--- src/kwcs_pkg.sv ---
// Package: sizes, command and state types shared by the column select block.
`timescale 1ns / 1ps
package kwcs_pkg;

  localparam int MAX_COLUMNS  = 1024;
  localparam int SCORE_BITS   = 16;
  localparam int ADDR_BITS    = $clog2(MAX_COLUMNS);
  localparam int COUNT_BITS   = $clog2(MAX_COLUMNS + 1);
  localparam int WINNER_LIMIT = 64;
  localparam int WC_BITS      = 7;
  localparam int INDEX_BITS   = 10;
  localparam int IN_SCORE_BITS = 16;

  typedef enum logic [1:0] {
    CMD_STORE,
    CMD_STORE_RUN,
    CMD_RUN
  } cmd_op_t;

  typedef struct packed {
    cmd_op_t                 op;
    logic [ADDR_BITS-1:0]    addr;
    logic [SCORE_BITS-1:0]   score;
    logic [COUNT_BITS-1:0]   count;
  } cmd_t;

  typedef struct packed {
    logic full;
    logic empty;
  } fifo_status_t;

  typedef enum logic [1:0] {
    B_IDLE,
    B_SCAN,
    B_EMIT
  } back_state_t;

endpackage

--- src/kwcs_ifs.sv ---
// Interfaces: column score input channel and winner output channel.
`timescale 1ns / 1ps
interface kwcs_col_if;
  logic                               valid;
  logic                               ready;
  logic [kwcs_pkg::IN_SCORE_BITS-1:0] overlap_score;
  logic                               last_column;

  modport source(output valid, output overlap_score, output last_column, input ready);
  modport sink(input valid, input overlap_score, input last_column, output ready);
endinterface


--- src/kwcs_front.sv ---
// Front end: accepts column words, tracks the load count and issues commands.
`timescale 1ns / 1ps
module kwcs_front (
  input  logic                   clk,
  input  logic                   rst,
  kwcs_col_if.sink               col_in,
  input  kwcs_pkg::fifo_status_t fifo_status,
  output logic                   push,
  output kwcs_pkg::cmd_t         cmd
);

  logic [kwcs_pkg::COUNT_BITS-1:0] loaded_count;
  logic [kwcs_pkg::COUNT_BITS-1:0] loaded_count_next;
  logic                            accept;
  logic                            has_room;

  assign col_in.ready = !fifo_status.full;
  assign accept       = col_in.valid && col_in.ready;
  assign has_room     = loaded_count < kwcs_pkg::COUNT_BITS'(kwcs_pkg::MAX_COLUMNS);

  always_comb begin
    loaded_count_next = loaded_count;
    push              = 1'b0;
    cmd.addr          = loaded_count[kwcs_pkg::ADDR_BITS-1:0];
    cmd.score         = col_in.overlap_score[kwcs_pkg::SCORE_BITS-1:0];
    cmd.count         = has_room ? loaded_count + kwcs_pkg::COUNT_BITS'(1) : loaded_count;
    cmd.op            = kwcs_pkg::CMD_STORE;
    if (has_room && col_in.last_column) begin
      cmd.op = kwcs_pkg::CMD_STORE_RUN;
    end else if (col_in.last_column) begin
      cmd.op = kwcs_pkg::CMD_RUN;
    end
    if (accept) begin
      // past the store limit a plain word is dropped; a last mark still ends the set
      push = has_room || col_in.last_column;
      if (col_in.last_column) begin
        loaded_count_next = '0;
      end else if (has_room) begin
        loaded_count_next = loaded_count + kwcs_pkg::COUNT_BITS'(1);
      end
    end
  end

  always_ff @(posedge clk) begin
    if (rst) begin
      loaded_count <= '0;
    end else begin
      loaded_count <= loaded_count_next;
    end
  end

endmodule

--- src/flat_wrapper.sv ---
// flat-port wrapper written by rule: the top's interface ports become plain ports
module kwcs_front_flat 
  (clk, rst, fifo_status, push, cmd, col_in_valid, col_in_overlap_score, col_in_last_column, col_in_ready);
  kwcs_col_if col_in_i ();
  input  logic clk;
  input  logic rst;
  input  kwcs_pkg::fifo_status_t fifo_status;
  output logic push;
  output kwcs_pkg::cmd_t cmd;
  input wire logic [$bits(col_in_i.valid)-1:0] col_in_valid;
  input wire logic [$bits(col_in_i.overlap_score)-1:0] col_in_overlap_score;
  input wire logic [$bits(col_in_i.last_column)-1:0] col_in_last_column;
  output wire logic [$bits(col_in_i.ready)-1:0] col_in_ready;
  assign col_in_i.valid = col_in_valid;
  assign col_in_i.overlap_score = col_in_overlap_score;
  assign col_in_i.last_column = col_in_last_column;
  assign col_in_ready = col_in_i.ready;
  kwcs_front u_core (.clk(clk), .rst(rst), .col_in(col_in_i), .fifo_status(fifo_status), .push(push), .cmd(cmd));
endmodule
--- config.mk ---
export PLATFORM = sky130hd
export DESIGN_NAME = kwcs_front_flat
export DESIGN_NICKNAME = d
export VERILOG_FILES = /design/src/kwcs_pkg.sv /design/src/kwcs_ifs.sv /design/src/kwcs_front.sv /design/src/flat_wrapper.sv
export SDC_FILE = /design/constraint.sdc
export NUM_CORES = 1
export LEC_CHECK = 0
export BUFFER_PORTS_ARGS = -buffer_cell sky130_fd_sc_hd__buf_2
export CAP_MARGIN = 10
export CORE_ASPECT_RATIO = 0.75
export CORE_MARGIN = 5
export CORE_UTILIZATION = 40
export DETAILED_ROUTE_END_ITERATION = 6
export PLACE_DENSITY = 0.86
export SLEW_MARGIN = 25
export SYNTH_ARGS = -nofsm -noshare
export SYNTH_HDL_FRONTEND = slang
export SYNTH_SLANG_ARGS = --single-unit
--- constraint.sdc ---
create_clock -name clk -period 2.08 [get_ports clk]
set_clock_uncertainty 0.15 [all_clocks]
set_input_delay 0 -clock clk [delete_from_list [all_inputs] [get_ports clk]]
set_output_delay 0 -clock clk [all_outputs]
set_load 0.005 [all_outputs]
==> out/qor.yml <==
logic_synthesis:
  synth_cell_types: 30
  synthArstFlopShare_pct: 0
  synthCells: 119
  ys_ff_latch: 11
  synth_area_um2: 926
  yosys_warnings: 0
  synthFlopType: "dfxtp_1"
  synth-seq-area-share_pct: 23.8
  synth_edf_count: 0
  syn_area_per_cell_um2: 7.78
  synth_nets: 142
sta:
  period_minus_slack_ps: 1890
  finalSetupTns_ps: 0
  setup_viol: 0
  period_share_pct: 90.9
  hold_viol: 0
  worstMarginPinSlew_ps: 383
  rsz0062_at_grt: "no"
  slew_violations: 0
  slew_headroom_pct: 74.5
  max_freq_ghz: 0.529
final_layout:
  largest_reg_flops: 11
  final_cell_count_no_fill: 160
  regArea_um2: 220
  top_regs: "u_core.loaded_count x11"
  multiInputGateArea_um2: 450
  area_delta_synth_final_pct: 15.4
  largest_register: "u_core.loaded_count"
  fin_area_um2: 1070
  diodes: 0
  final_cell_mix: "buf_2 (29), dlygate4sd3_1 (18), a21oi_1 (11), dfxtp_1 (11), xnor2_1 (9)"
  nFillCells: 230
  layout_commonest_cell: "buf_2"
  layout-drive-gt1-share_pct: 25.9
  nets: 159
die:
  core_area_um2: 2250
  die_x_um: 65.6
  io_pins: 63
  fp.dieH_um: 51.7
  start_util_pct: 41.1
  num_rows: 15
  die_area_um2: 3390
worst_setup_path:
  cp_data_required_time_ps: 2140
  startpoint_type: "flop"
  crit_type: "reg2reg"
  path_max_fanout: 7
  worstSetupEndpointType: "flop"
  worstPathArrival_ps: 1950
clocking:
  clk_pin_slew_ps: 70
  cts_resized: 0
  cts_made_buffers: 3
  postCtsSetupRepairBufs: 0
  cts.root.buffer_cell: "clkbuf_4"
  cts_buffer_depth: 2
  clock_latency_ps: 280
  cts_max_level: 1
  cts_tree: "yes"
  clock-sinks: 11
pwr:
  clock_power_share_pct: 35.7
  ir_drop_mv: 0.251
  p_leak_nw: 0.470
  p_sw_share_pct: 25.5
  intPower_mw: 0.322
  p_per_area_nw_per_um2: 405
  combinationalPowerShare_pct: 15.0
  power_frac_seq_pct: 49.3
  switchingPower_mw: 0.110
  p_total_mw: 0.432
global_route:
  grt.total_usage_pct: 12.7
  grt_first_pass_wirelength_mm: 3.33
  grt_max_degree: 13
  grt_pass1_vias: 741
  antenna_found_initial: 0
  grt_overflow_total: 0
min_path:
  hold_path.class: "in2reg"
routing:
  wl_met1_um: 990
  detail_route.drc_violations: 0
  wire_per_inst_um: 13.9
  met3WireLength_um: 192
  met2_length_mm: 1.02
  first_pass_iters: 4
  wirelength_mm: 2.22
  vias_per_cell: 5.38
  ant_nets: 0
  top_layer_used: "met4"
  drtIter0Drc: 82
  vias: 860
place:
  placed_area_um2: 862
  port_buffers: 29
  placed_cells: 138
  place.gp.congestion: 0.804
  hpwl_mm: 1.45
outcome:
  outcome: "finished clean"
flow_run:
  max_cap_violations: 0
-- power groups by stage --
| stage | combinational [mW] | sequential, mW | clock [mW] |
|---|---|---|---|
| global route | 0.0715 | 0.214 | 0.176 |
| CTS | 0.0653 | 0.213 | 0.159 |
| detailed placement | 0.0340 | 0.218 | 0 |
| floorplan | 0.0464 | 0.218 | 0 |
| finish | 0.0648 | 0.213 | 0.154 |
| global placement | 0.0329 | 0.218 | 0 |
-- per-stage QoR --
| stage | setup WS (ps) | utilization (%) | hold slack, ps |
|---|---|---|---|
| 2_1_floorplan | 402 | - | -123 |
| 3_3_place_gp | 316 | 38.3 | -150 |
| 3_5_place_dp | 225 | 38.3 | -150 |
| 4_1_cts | 179 | 47.4 | 2.08 |
| 5_1_grt | 62.2 | 47.4 | 16.2 |
| 6_report | 189 | 47.4 | 3.43 |
-- synth_stat cells (all sizes together) (2+ instances only) --
cell,count,area [µm²]
a22oi,2,15.0
clkbuf,4,15.0
inv,2,7.51
xnor2,9,78.8
nor2,4,15.0
dfxtp,11,220
or3,7,43.8
nand3,3,20.0
o21ai,7,35.0
a21oi,11,55.1
a41oi,2,17.5
nand2,5,18.8
buf,32,233
nand2b,3,18.8
a31oi,3,18.8
and3,2,12.5
-- cells by family after synthesis --
group           Yosys count  share of synthesized area, %
fa+ha+maj                 1                          1.35
mux                       1                          1.22
xor+xnor                  9                          8.51
compound gates           27                          16.9
buf+inv                  38                          27.6
flops                    11                          23.8
simple gates             32                          20.7
-- layer usage --
layer | GRT usage (%) | up-vias
li1 | - | 416
met1 | 15.7 | 392
met2 | 20.7 | 48
met3 | 4.32 | 4
met4 | 4.14 | 0
met5 | 0 | -
-- critical path, stage by stage (launching register included) --
cell and delay (ps):
dfxtp_1 450, ha_1 230, and3b_1 310, nand4_1 170, or3_1 380, a21oi_1 140
-- area by class of cell --
class,count,area share (%)
Tap cell,25,2.93
Clock buffer,4,2.46
Sequential cell,11,20.6
Inverter,2,0.703
Multi-Input combinational cell,70,42.2
Timing Repair Buffer,48,31.1
-- what timing repair did --
| item | 4_1_cts | 5_1_grt |
|---|---|---|
| hold buffers | 18 | 0 |
| endpoints found under the setup margin | 0 | 0 |
| hold endpoints to repair | 27 | 0 |
-- worst paths after layout --
path,from,to,slack [ps],depth (start not counted)
worst min register to register,u_core.loaded_count[6],u_core.loaded_count[6],380,2
worst max register to register,u_core.loaded_count[0],u_core.loaded_count[6],190,5
worst max-delay path,u_core.loaded_count[0],u_core.loaded_count[6],190,5
worst min-delay path,fifo_status[1],u_core.loaded_count[10],3,3
No activity file was read; power rests on OpenSTA's default activity.
