--- config.mk ---
export PLATFORM = sky130hd
export DESIGN_NAME = kwcs_cmd_fifo
export DESIGN_NICKNAME = d
export VERILOG_FILES = /design/src/kwcs_pkg.sv /design/src/kwcs_cmd_fifo.sv
export SDC_FILE = /design/constraint.sdc
export NUM_CORES = 1
export LEC_CHECK = 0
export ABC_AREA = 0
export BUFFER_PORTS_ARGS = -buffer_cell sky130_fd_sc_hd__buf_2
export CORE_ASPECT_RATIO = 1.1
export CORE_MARGIN = 2
export CORE_UTILIZATION = 51
export CTS_CLUSTER_SIZE = 14
export DETAILED_ROUTE_END_ITERATION = 16
export HOLD_SLACK_MARGIN = 0.12
export PLACE_DENSITY = 0.88
export SLEW_MARGIN = 20
export SYNTH_ARGS = -nofsm -noshare
export SYNTH_HDL_FRONTEND = slang
export SYNTH_SLANG_ARGS = --single-unit
--- constraint.sdc ---
create_clock -name clk -period 3 [get_ports clk]
set_input_delay 0.45 -clock clk [delete_from_list [all_inputs] [get_ports clk]]
set_output_delay 0.45 -clock clk [all_outputs]
set_load 0.05 [all_outputs]
--- src/kwcs_pkg.sv ---
// Package: sizes, command and state types shared by the column select block.
`timescale 1ns / 1ps
package kwcs_pkg;

  localparam int MAX_COLUMNS  = 1024;
  localparam int SCORE_BITS   = 16;
  localparam int ADDR_BITS    = $clog2(MAX_COLUMNS);
  localparam int COUNT_BITS   = $clog2(MAX_COLUMNS + 1);
  localparam int WINNER_LIMIT = 64;
  localparam int WC_BITS      = 7;
  localparam int INDEX_BITS   = 10;
  localparam int IN_SCORE_BITS = 16;

  typedef enum logic [1:0] {
    CMD_STORE,
    CMD_STORE_RUN,
    CMD_RUN
  } cmd_op_t;

  typedef struct packed {
    cmd_op_t                 op;
    logic [ADDR_BITS-1:0]    addr;
    logic [SCORE_BITS-1:0]   score;
    logic [COUNT_BITS-1:0]   count;
  } cmd_t;

  typedef struct packed {
    logic full;
    logic empty;
  } fifo_status_t;

  typedef enum logic [1:0] {
    B_IDLE,
    B_SCAN,
    B_EMIT
  } back_state_t;

endpackage

--- src/kwcs_cmd_fifo.sv ---
// Two-entry command queue between the front end and the selection engine.
`timescale 1ns / 1ps
module kwcs_cmd_fifo (
  input  logic                   clk,
  input  logic                   rst,
  input  logic                   push,
  input  kwcs_pkg::cmd_t         wr_cmd,
  input  logic                   pop,
  output kwcs_pkg::cmd_t         rd_cmd,
  output kwcs_pkg::fifo_status_t status
);

  kwcs_pkg::cmd_t entries [2];
  logic           wr_ptr;
  logic           rd_ptr;
  logic [1:0]     fill;
  logic           do_push;
  logic           do_pop;

  assign status.full  = fill == 2'd2;
  assign status.empty = fill == 2'd0;
  assign do_push      = push && !status.full;
  assign do_pop       = pop && !status.empty;
  assign rd_cmd       = entries[rd_ptr];

  always_ff @(posedge clk) begin
    if (do_push) begin
      entries[wr_ptr] <= wr_cmd;
    end
  end

  always_ff @(posedge clk) begin
    if (rst) begin
      wr_ptr <= 1'b0;
      rd_ptr <= 1'b0;
      fill   <= 2'd0;
    end else begin
      if (do_push) begin
        wr_ptr <= !wr_ptr;
      end
      if (do_pop) begin
        rd_ptr <= !rd_ptr;
      end
      case ({do_push, do_pop})
        2'b10:   fill <= fill + 2'd1;
        2'b01:   fill <= fill - 2'd1;
        default: fill <= fill;
      endcase
    end
  end

endmodule

==> metrics.md, run 1 <==
| Metric | Value |
|---|---|
| Status | completed |
| Grt ovf | 0 |
| PwrDens | 998 mW/mm^2 |
| CTS tree | done |
| Total CTS buffers | 9 |
| CTS clk-pin slew, worst paths | 80 ps |
| Final WS setup | 696 ps |
| Worst-case clock buffer depth | 2 |
| Commonest non-fill, non-tap cell in the layout | buf_2 |
| First DRT Iteration DRCs | 99 |
| Critical Path AT | 1850 ps |
| Share of layout cells above drive strength 1 | 58.6% |
| Clk_lat worst skew | 340 ps |
| Vias in the first global route | 1613 |
| Core area | 0.00577 sq mm |
| Final HPWL from detailed placement | 3260 um |
| Peak supply drop | 0.000758 V |
| Number of remaining DRC errors | 0 |
| Synth unique cells | 18 |
| Slew Limit Headroom | 40.4% |
| Syn-to-layout area delta | 23.6% |
| Gpl congestion | 0.702 |
| Clock sinks | 83 |
| Vias/cell | 4.95 |
| Core Util, Final | 64.8% |
| Setup violations, final | 0 |
| PostCTS Resize Cnt | 0 |
| Post-route ant nets | 0 |
| CP startpoint kind | flip-flop |
| Commonest non-fill, non-tap cells in the layout | buf_2, edfxtp_1, mux2_2, clkbuf_8 |
| Yosys Warn Count | 0 |
| Initial antenna violation count | 0 |
| Post-place setup slack | 1030 ps |
| Die width | 77.5 um |
| Initial core utilization | 52.5% |
| Synthesized instance count | 147 |
| CP required | 2550 ps |
| Slew Viols, Final | 0 |
| Synthesized area | 0.00303 sq mm |
| Setup bufs post-CTS | 0 |
| Clock power share | 20.6% |
| Initial DRT Pass Iterations | 4 |
| Yosys top cell by area | edfxtp_1 |
| Combinational fraction of design power | 38.3% |
| Placed cell area | 0.00355 sq mm |
| Pin slew with the least headroom to its limit | 894 ps |
| Leakage | 0.00142 uW |
| Number of port buffers | 83 |
| P_sw | 1460 uW |
| FF+latch count, synth | 83 |
| Critical path endpoint category | output port |
| Design Area, Final | 0.00374 sq mm |
| Detailed Route WL | 4940 um |
| Max Cap Viol | 0 |
| Final clock skew | 9.85 ps |
| Tmin final | 2300 ps |
| Syn avg cell area | 20.6 sq um |
| I/O Pins | 84 |
| Reg power frac | 41.2% |
| Fill cells | 408 |
| WL per Instance | 15.4 um |
| Final Cycle Share | 76.8% |
| Max H-tree Level | 3 |
| Final Hold Fails | 0 |
| Sw frac | 39.0% |
| Synth top area share | 77.4% |
| Cell Int Power | 2280 uW |
| CTS Hold Bufs | 0 |
| Post-layout nets | 283 |
| Max frequency | 434 MHz |
| DIE HEIGHT | 84.8 um |
| Area contributors post-synth | edfxtp_1, mux2_2, dfxtp_1 |
| Syn Nets | 191 |
| HP Class | primary input to flip-flop |
| CP Class | flip-flop to output port |
| GRT Util Overall | 15.9% |
| Largest net degree at the start of global routing | 40 |
| First-pass GRT wire length | 7700 um |
| DR vias | 1589 |
| Diode count | 0 |
| CP max FO | 28 |
| Total Neg Setup Slack | 0 ps |
| Root Buffer | clkbuf_8 |
| Sequential element share of the synthesized area | 80.7% |
| Die area | 0.00657 sq mm |
| Num rows | 29 |
| RSZ-0062 raised after global routing | false |
-- Yosys cell counts (all sizes together) --
| cell | instances |
|---|---|
| edfxtp | 78 |
| mux2 | 39 |
| dfxtp | 5 |
| buf | 4 |
| nor2 | 4 |
| inv | 3 |
| a21oi | 2 |
| o21ai | 2 |
| or3 | 2 |
| xnor2 | 2 |
| and3 | 1 |
| ha | 1 |
| nand2 | 1 |
| nand2b | 1 |
| o21a | 1 |
| xor2 | 1 |
-- critical path, stage by stage (launching register included) --
cell     delay (ps)
dfxtp_2         500
buf_4           400
mux2_2          390
buf_2           210
-- state kept, by name (all words and copies together), names as in the netlist, named ones only --
signal and cells:
entries 78, fill 2, wr_ptr 1, rd_ptr 1
-- per-stage QoR --
step	instances	hold slack, ps	total power, uW
after global routing	321	261	3890
after CTS	321	278	3770
after floorplan	147	452	2700
final	321	293	3730
after global placement	305	469	2980
after detailed placement	305	486	3010
-- layout make-up --
cell class | instances | area (sq um) | area share, %
clock inverter | 5 | 52.6 | 1.40
inverter | 3 | 11.3 | 0.301
clock buffer | 11 | 141 | 3.78
timing repair buffer | 85 | 443 | 11.8
multi-input combinational | 57 | 553 | 14.8
sequential | 83 | 2440 | 65.3
tap | 77 | 96.3 | 2.58
-- power groups by stage --
stage / Combinational (uW) / Sequential [uW] / Clock [uW]
2_1_floorplan: 1170 / 1530 / 0
3_3_place_gp: 1420 / 1550 / 0
3_5_place_dp: 1440 / 1570 / 0
4_1_cts: 1450 / 1540 / 786
5_1_grt: 1490 / 1560 / 838
6_report: 1430 / 1540 / 767
-- routing by layer --
metal,track usage (%),routed length (um),up-vias,share of wire [%]
met1,18.8,1980,766,40
li1,-,-,752,-
met5,0,0,-,0
met4,6.33,68,0,1.4
met3,6.49,332,7,6.7
met2,26.0,2550,64,52
-- cell families (layout without fill, tap and decap cells) --
group | Yosys count | count (layout) | share of synthesized area [%]
xor gates and xnor gates | 3 | 3 | 0.868
DFF | 83 | 83 | 80.7
and+or+nand+nor | 9 | 9 | 1.53
adders and majority gates | 1 | 1 | 0.413
AOI/OAI and AO/OA | 5 | 5 | 0.909
muxes | 39 | 39 | 14.5
buffers and inverters | 7 | 104 | 1.12
-- worst paths after layout --
| path | slack (ps) | start | endpoint | depth (start not counted) |
|---|---|---|---|---|
| max | 700 | flip-flop | rd_cmd[10] | 3 |
| min | 290 | wr_cmd[34] | entries[0][34] | 1 |
| max reg2reg | 1210 | fill[0] | entries[1][21] | 2 |
| min reg2reg | 500 | wr_ptr | wr_ptr | 2 |
Note: power is estimated with default switching activity, not from simulation.
==> run 2: changes to the inputs <==
--- a/config.mk
+++ b/config.mk
@@ -9,11 +9,11 @@
 export BUFFER_PORTS_ARGS = -buffer_cell sky130_fd_sc_hd__buf_2
 export CORE_ASPECT_RATIO = 1.1
 export CORE_MARGIN = 2
-export CORE_UTILIZATION = 51
+export CORE_UTILIZATION = 46
 export CTS_CLUSTER_SIZE = 14
 export DETAILED_ROUTE_END_ITERATION = 16
 export HOLD_SLACK_MARGIN = 0.12
-export PLACE_DENSITY = 0.88
+export PLACE_DENSITY = 0.84
 export SLEW_MARGIN = 20
 export SYNTH_ARGS = -nofsm -noshare
 export SYNTH_HDL_FRONTEND = slang
==> constraint.sdc (replaced) <==
create_clock -name clk -period 2 [get_ports clk]
set_input_delay 0.3 -clock clk [delete_from_list [all_inputs] [get_ports clk]]
set_output_delay 0.3 -clock clk [all_outputs]
set_load 0.05 [all_outputs]
==> run 2 against run 1 <==
  * Power rose by 50%
  * Sequential share of layout area down 0.58 points
  * Non-clock buffer count increased by 1
  * Global-route usage shrank 2.4 points
  * Via count shrank 0.44%
  * Largest power group unchanged
  * Highest routed layer unchanged
==> metrics.md, run 2 (synthesis results as in run 1) <==
| Metric | Value |
|---|---|
| Status | completed |
| Reg-to-Reg Start | fill[0] |
| R2R Setup Slk | 300 ps |
| CTS tree | done |
| Slew Viols, Final | 0 |
| Hold EP | entries[0][34] |
| Max H-tree Level | 3 |
| Number of port buffers | 83 |
| Top reg by flops | entries |
| Vias in the first global route | 1557 |
| Peak supply drop | 0.00113 V |
| RSZ-0062 raised after global routing | false |
| Clk_lat worst skew | 330 ps |
| DIE HEIGHT | 89.1 um |
| CP Class | flip-flop to output port |
| I/O Pins | 84 |
| Final Cycle Share | 89.8% |
| Vias/cell | 4.84 |
| Core Util, Final | 58.3% |
| Worst hold margin | 145 ps |
| Crit-path cells | buf_12 > mux2_2 > buf_2 |
| First-pass GRT wire length | 6980 um |
| CP max FO | 39 |
| Post-route ant nets | 0 |
| Largest registers | entries x78, fill x2 |
| Root Buffer | clkbuf_8 |
| Max Cap Viol | 0 |
| Setup bufs post-CTS | 0 |
| Gpl congestion | 0.694 |
| Post-layout nets | 284 |
| Commonest non-fill, non-tap cell in the layout | buf_2 |
| Die width | 81.4 um |
| Slew Limit Headroom | 82.6% |
| WL per Instance | 14.4 um |
| Syn-to-layout area delta | 24.7% |
| Total Neg Setup Slack | 0 ps |
| Diode count | 0 |
| Largest net degree at the start of global routing | 40 |
| Critical-path top delay cell | mux2_2 |
| First DRT Iteration DRCs | 65 |
| Critical Path AT | 1500 ps |
| Number of remaining DRC errors | 0 |
| Grt ovf | 0 |
| Total CTS buffers | 9 |
| Worst-case clock buffer depth | 2 |
| Core area | 0.00648 sq mm |
| Detailed Route WL | 4720 um |
| Reg2Reg Depth | 5 |
| Hold depth | 1 |
| Leakage | 0.00142 uW |
| Tmin final | 1800 ps |
| Max frequency | 557 MHz |
| Initial DRT Pass Iterations | 3 |
| Min-delay src | wr_cmd[34] |
| CP peak stage delay | 370 ps |
| Initial antenna violation count | 0 |
| CTS Hold Bufs | 0 |
| PwrDens | 1480 mW/mm^2 |
| Num rows | 31 |
| Clock sinks | 83 |
| Final clock skew | 5.73 ps |
| Commonest non-fill, non-tap cells in the layout | buf_2, edfxtp_1, mux2_2, clkbuf_8 |
| DR vias | 1582 |
| CP required | 1700 ps |
| Initial core utilization | 46.7% |
| CP startpoint kind | flip-flop |
| HP Class | primary input to flip-flop |
| Max reg flops | 78 |
| Critical path endpoint category | output port |
| Final HPWL from detailed placement | 3100 um |
| PostCTS Resize Cnt | 0 |
| R2r endpoint | entries[0][8] |
| Setup violations, final | 0 |
| CTS clk-pin slew, worst paths | 80 ps |
| GRT Util Overall | 13.5% |
| Final Hold Fails | 0 |
| Share of layout cells above drive strength 1 | 58.8% |
| Pin slew with the least headroom to its limit | 263 ps |
| Die area | 0.00725 sq mm |
-- run 2: cell types whose count changed in the layout (fill, tap and decap cells not counted) --
cell / delta
clkbuf_1: +1
buf_4: -1
buf_12: +2
clkbuf_8: -1
inv_1: -1
clkinv_4: +1
-- run 2: power by group --
| part | total (uW) | switching, uW | leakage, uW | internal, uW |
|---|---|---|---|---|
| logic | 2200 | 1560 | 0.000552 | 646 |
| registers | 2280 | 81.2 | 0.000771 | 2200 |
| clock network | 1120 | 545 | 0.0000971 | 574 |
| total | 5600 | 2180 | 0.00142 | 3410 |
-- run 2: worst max-delay path: cells and delay by family, from the launching register on --
| family | cells | cell delay [ps] |
|---|---|---|
| buffers and inverters | 2 | 430 |
| flip-flops | 1 | 340 |
| multiplexers | 1 | 370 |
-- run 2: worst max-delay path by stage --
| stage | startpoint | end | slack (ps) |
|---|---|---|---|
| floorplan | fill[0] | entries[1][0] | 60 |
| global placement | fill[0] | entries[0][27] | 400 |
| detailed placement | fill[0] | entries[0][30] | 330 |
| CTS | flip-flop | rd_cmd[0] | 180 |
| global route | flip-flop | rd_cmd[0] | 150 |
| finish | flip-flop | rd_cmd[18] | 200 |
-- run 2: layout make-up --
| class | count | area (sq um) |
|---|---|---|
| timing repair buffer | 86 | 475 |
| multi-input combinational | 57 | 553 |
| clock buffer | 11 | 131 |
| clock inverter | 5 | 53.8 |
| fill | 508 | 2700 |
| sequential | 83 | 2440 |
| tap | 82 | 103 |
| inverter | 3 | 15.0 |
-- run 2: stage by stage --
stage	setup slack, ps	cell area, sq um	total power [uW]	std cells
after floorplan	55.1	3030	4050	147
after global placement	397	3590	4510	311
after detailed placement	332	3590	4550	311
after CTS	183	3770	5660	327
after global routing	145	3770	5850	327
final	204	3770	5600	327
-- run 2: metal layers --
metal  vias to the layer above  GRT usage, %  share of wire (%)
met1                       769          14.1                 38
met4                         0          8.17                2.1
li1                        757             -                  -
met5                         -             0                  0
met3                         7          4.24                6.1
met2                        49          23.5                 54
==> run 3: changes to the inputs <==
--- a/config.mk
+++ b/config.mk
@@ -9,11 +9,11 @@
 export BUFFER_PORTS_ARGS = -buffer_cell sky130_fd_sc_hd__buf_2
 export CORE_ASPECT_RATIO = 1.1
 export CORE_MARGIN = 2
-export CORE_UTILIZATION = 46
-export CTS_CLUSTER_SIZE = 14
+export CORE_UTILIZATION = 32
+export CTS_CLUSTER_SIZE = 8
 export DETAILED_ROUTE_END_ITERATION = 16
 export HOLD_SLACK_MARGIN = 0.12
-export PLACE_DENSITY = 0.84
+export PLACE_DENSITY = 0.65
 export SLEW_MARGIN = 20
 export SYNTH_ARGS = -nofsm -noshare
 export SYNTH_HDL_FRONTEND = slang
==> run 3 against run 2 <==
  * First-iteration DRC count is 12% lower
  * Final cell count is 12% higher
  * Maximum frequency is 3.8% lower
  * Setup slack worse by 70 ps
  * Power hardly changed
==> metrics.md, run 3 (synthesis results as in run 1) <==
| Metric | Value |
|---|---|
| Clock power share | 20.1% |
| Final clock skew | 5.22 ps |
| Vias/cell | 4.30 |
| Final Hold Fails | 0 |
| Clk_lat worst skew | 340 ps |
| Peak supply drop | 0.000752 V |
| Post-route ant nets | 0 |
| Largest net degree at the start of global routing | 26 |
| Fill cells | 871 |
| Max frequency | 536 MHz |
| Crit path buffers/inverters | 2 |
| First DRT Iteration DRCs | 57 |
| Grt ovf | 0 |
| Root Buffer | clkbuf_8 |
| CTS Hold Bufs | 0 |
| Post-place setup slack | 344 ps |
| CTS clk-pin slew, worst paths | 80 ps |
| DIE HEIGHT | 106 um |
| Top reg by flops | entries |
| Initial DRT Pass Iterations | 4 |
| CP Class | flip-flop to output port |
| CP startpoint kind | flip-flop |
| Placed cell area | 0.00363 sq mm |
| Commonest non-fill, non-tap cell in the layout | buf_2 |
| Final WS setup | 134 ps |
| Die area | 0.0103 sq mm |
| Num rows | 37 |
| Initial core utilization | 32.7% |
| PwrDens | 1470 mW/mm^2 |
| Cell Int Power | 3410 uW |
| Slew Limit Headroom | 78.7% |
| Setup bufs post-CTS | 0 |
| Crit-path cells | buf_4 > mux2_2 > buf_2 |
| Total CTS buffers | 9 |
| HP Class | primary input to flip-flop |
| First-pass GRT wire length | 7690 um |
| Max reg flops | 78 |
| Post-Place Cells | 349 |
| Tmin final | 1870 ps |
| Commonest non-fill, non-tap cells in the layout | buf_2, edfxtp_1, mux2_2, clkbuf_8, buf_4 |
| WL per Instance | 14.0 um |
| Design Area, Final | 0.00382 sq mm |
| Critical path endpoint category | output port |
| Combinational fraction of design power | 39.4% |
| Initial antenna violation count | 0 |
| Status | completed |
| PostCTS Resize Cnt | 0 |
| Pin slew with the least headroom to its limit | 320 ps |
| Gpl congestion | 0.681 |
| Sw frac | 39.1% |
| Worst-case clock buffer depth | 2 |
| Largest registers | entries x78, fill x2 |
| Final Cycle Share | 93.3% |
| Max Cap Viol | 0 |
| Final HPWL from detailed placement | 3440 um |
| Total Neg Setup Slack | 0 ps |
| Max H-tree Level | 3 |
| Number of port buffers | 83 |
| Syn-to-layout area delta | 26.1% |
| CP delay by family, top | buffers and inverters |
| Finished Layout Cells | 365 |
| P_sw | 2190 uW |
| Vias in the first global route | 1536 |
| Slew Viols, Final | 0 |
| I/O Pins | 84 |
| CP max FO | 23 |
| Leakage | 0.00142 uW |
| Core area | 0.00926 sq mm |
| CTS tree | done |
| Reg power frac | 40.5% |
| Clock sinks | 83 |
| Die width | 96.7 um |
| GRT Util Overall | 9.96% |
| CP required | 1700 ps |
| Number of remaining DRC errors | 0 |
| Share of layout cells above drive strength 1 | 58.9% |
| DR vias | 1568 |
| Critical-path top delay cell | mux2_2 |
| Detailed Route WL | 5110 um |
| CP peak stage delay | 380 ps |
| Diode count | 0 |
| RSZ-0062 raised after global routing | false |
| Post-layout nets | 287 |
| Critical Path AT | 1570 ps |
| Setup violations, final | 0 |
[run 3: area by class of cell]
class                      count  area [sq um]  area share [%]
clock buffer                  12           135            3.54
clock inverter                 4          51.3            1.34
inverter                       3          15.0           0.393
multi-input combinational     57           553            14.5
sequential                    83          2440            64.0
tap                          117           146            3.83
timing repair buffer          89           473            12.4
[run 3: final timing paths]
check	from	end	slack, ps	cells after the start
max	flip-flop	rd_cmd[18]	130	3
min	wr_cmd[10]	entries[0][10]	140	1
max reg2reg	fill[0]	entries[0][6]	340	5
min reg2reg	wr_ptr	wr_ptr	500	2
[run 3: power groups by stage]
| stage | registers, uW | logic (uW) | clock network (uW) |
|---|---|---|---|
| 2_1_floorplan | 2290 | 1750 | 0 |
| 3_3_place_gp | 2300 | 2230 | 0 |
| 3_5_place_dp | 2310 | 2240 | 0 |
| 4_1_cts | 2270 | 2250 | 1170 |
| 5_1_grt | 2290 | 2320 | 1250 |
| 6_report | 2270 | 2210 | 1120 |
[run 3: through the flow]
| step | util, % | power [uW] | hold slack [ps] |
|---|---|---|---|
| after floorplan | - | 4050 | 369 |
| after detailed placement | 39.2 | 4550 | 490 |
| after global placement | 39.2 | 4520 | 481 |
| after global routing | 41.2 | 5860 | 121 |
| final | 41.2 | 5600 | 145 |
| after CTS | 41.2 | 5690 | 126 |
[run 3: metal layers]
layer  up-vias  GRT usage [%]  routed length [um]
met2        45           16.5                2620
met3        10           3.48                 282
met4         0           5.13                  92
met1       754           11.4                2120
li1        759              -                   -
met5         -              0                   0
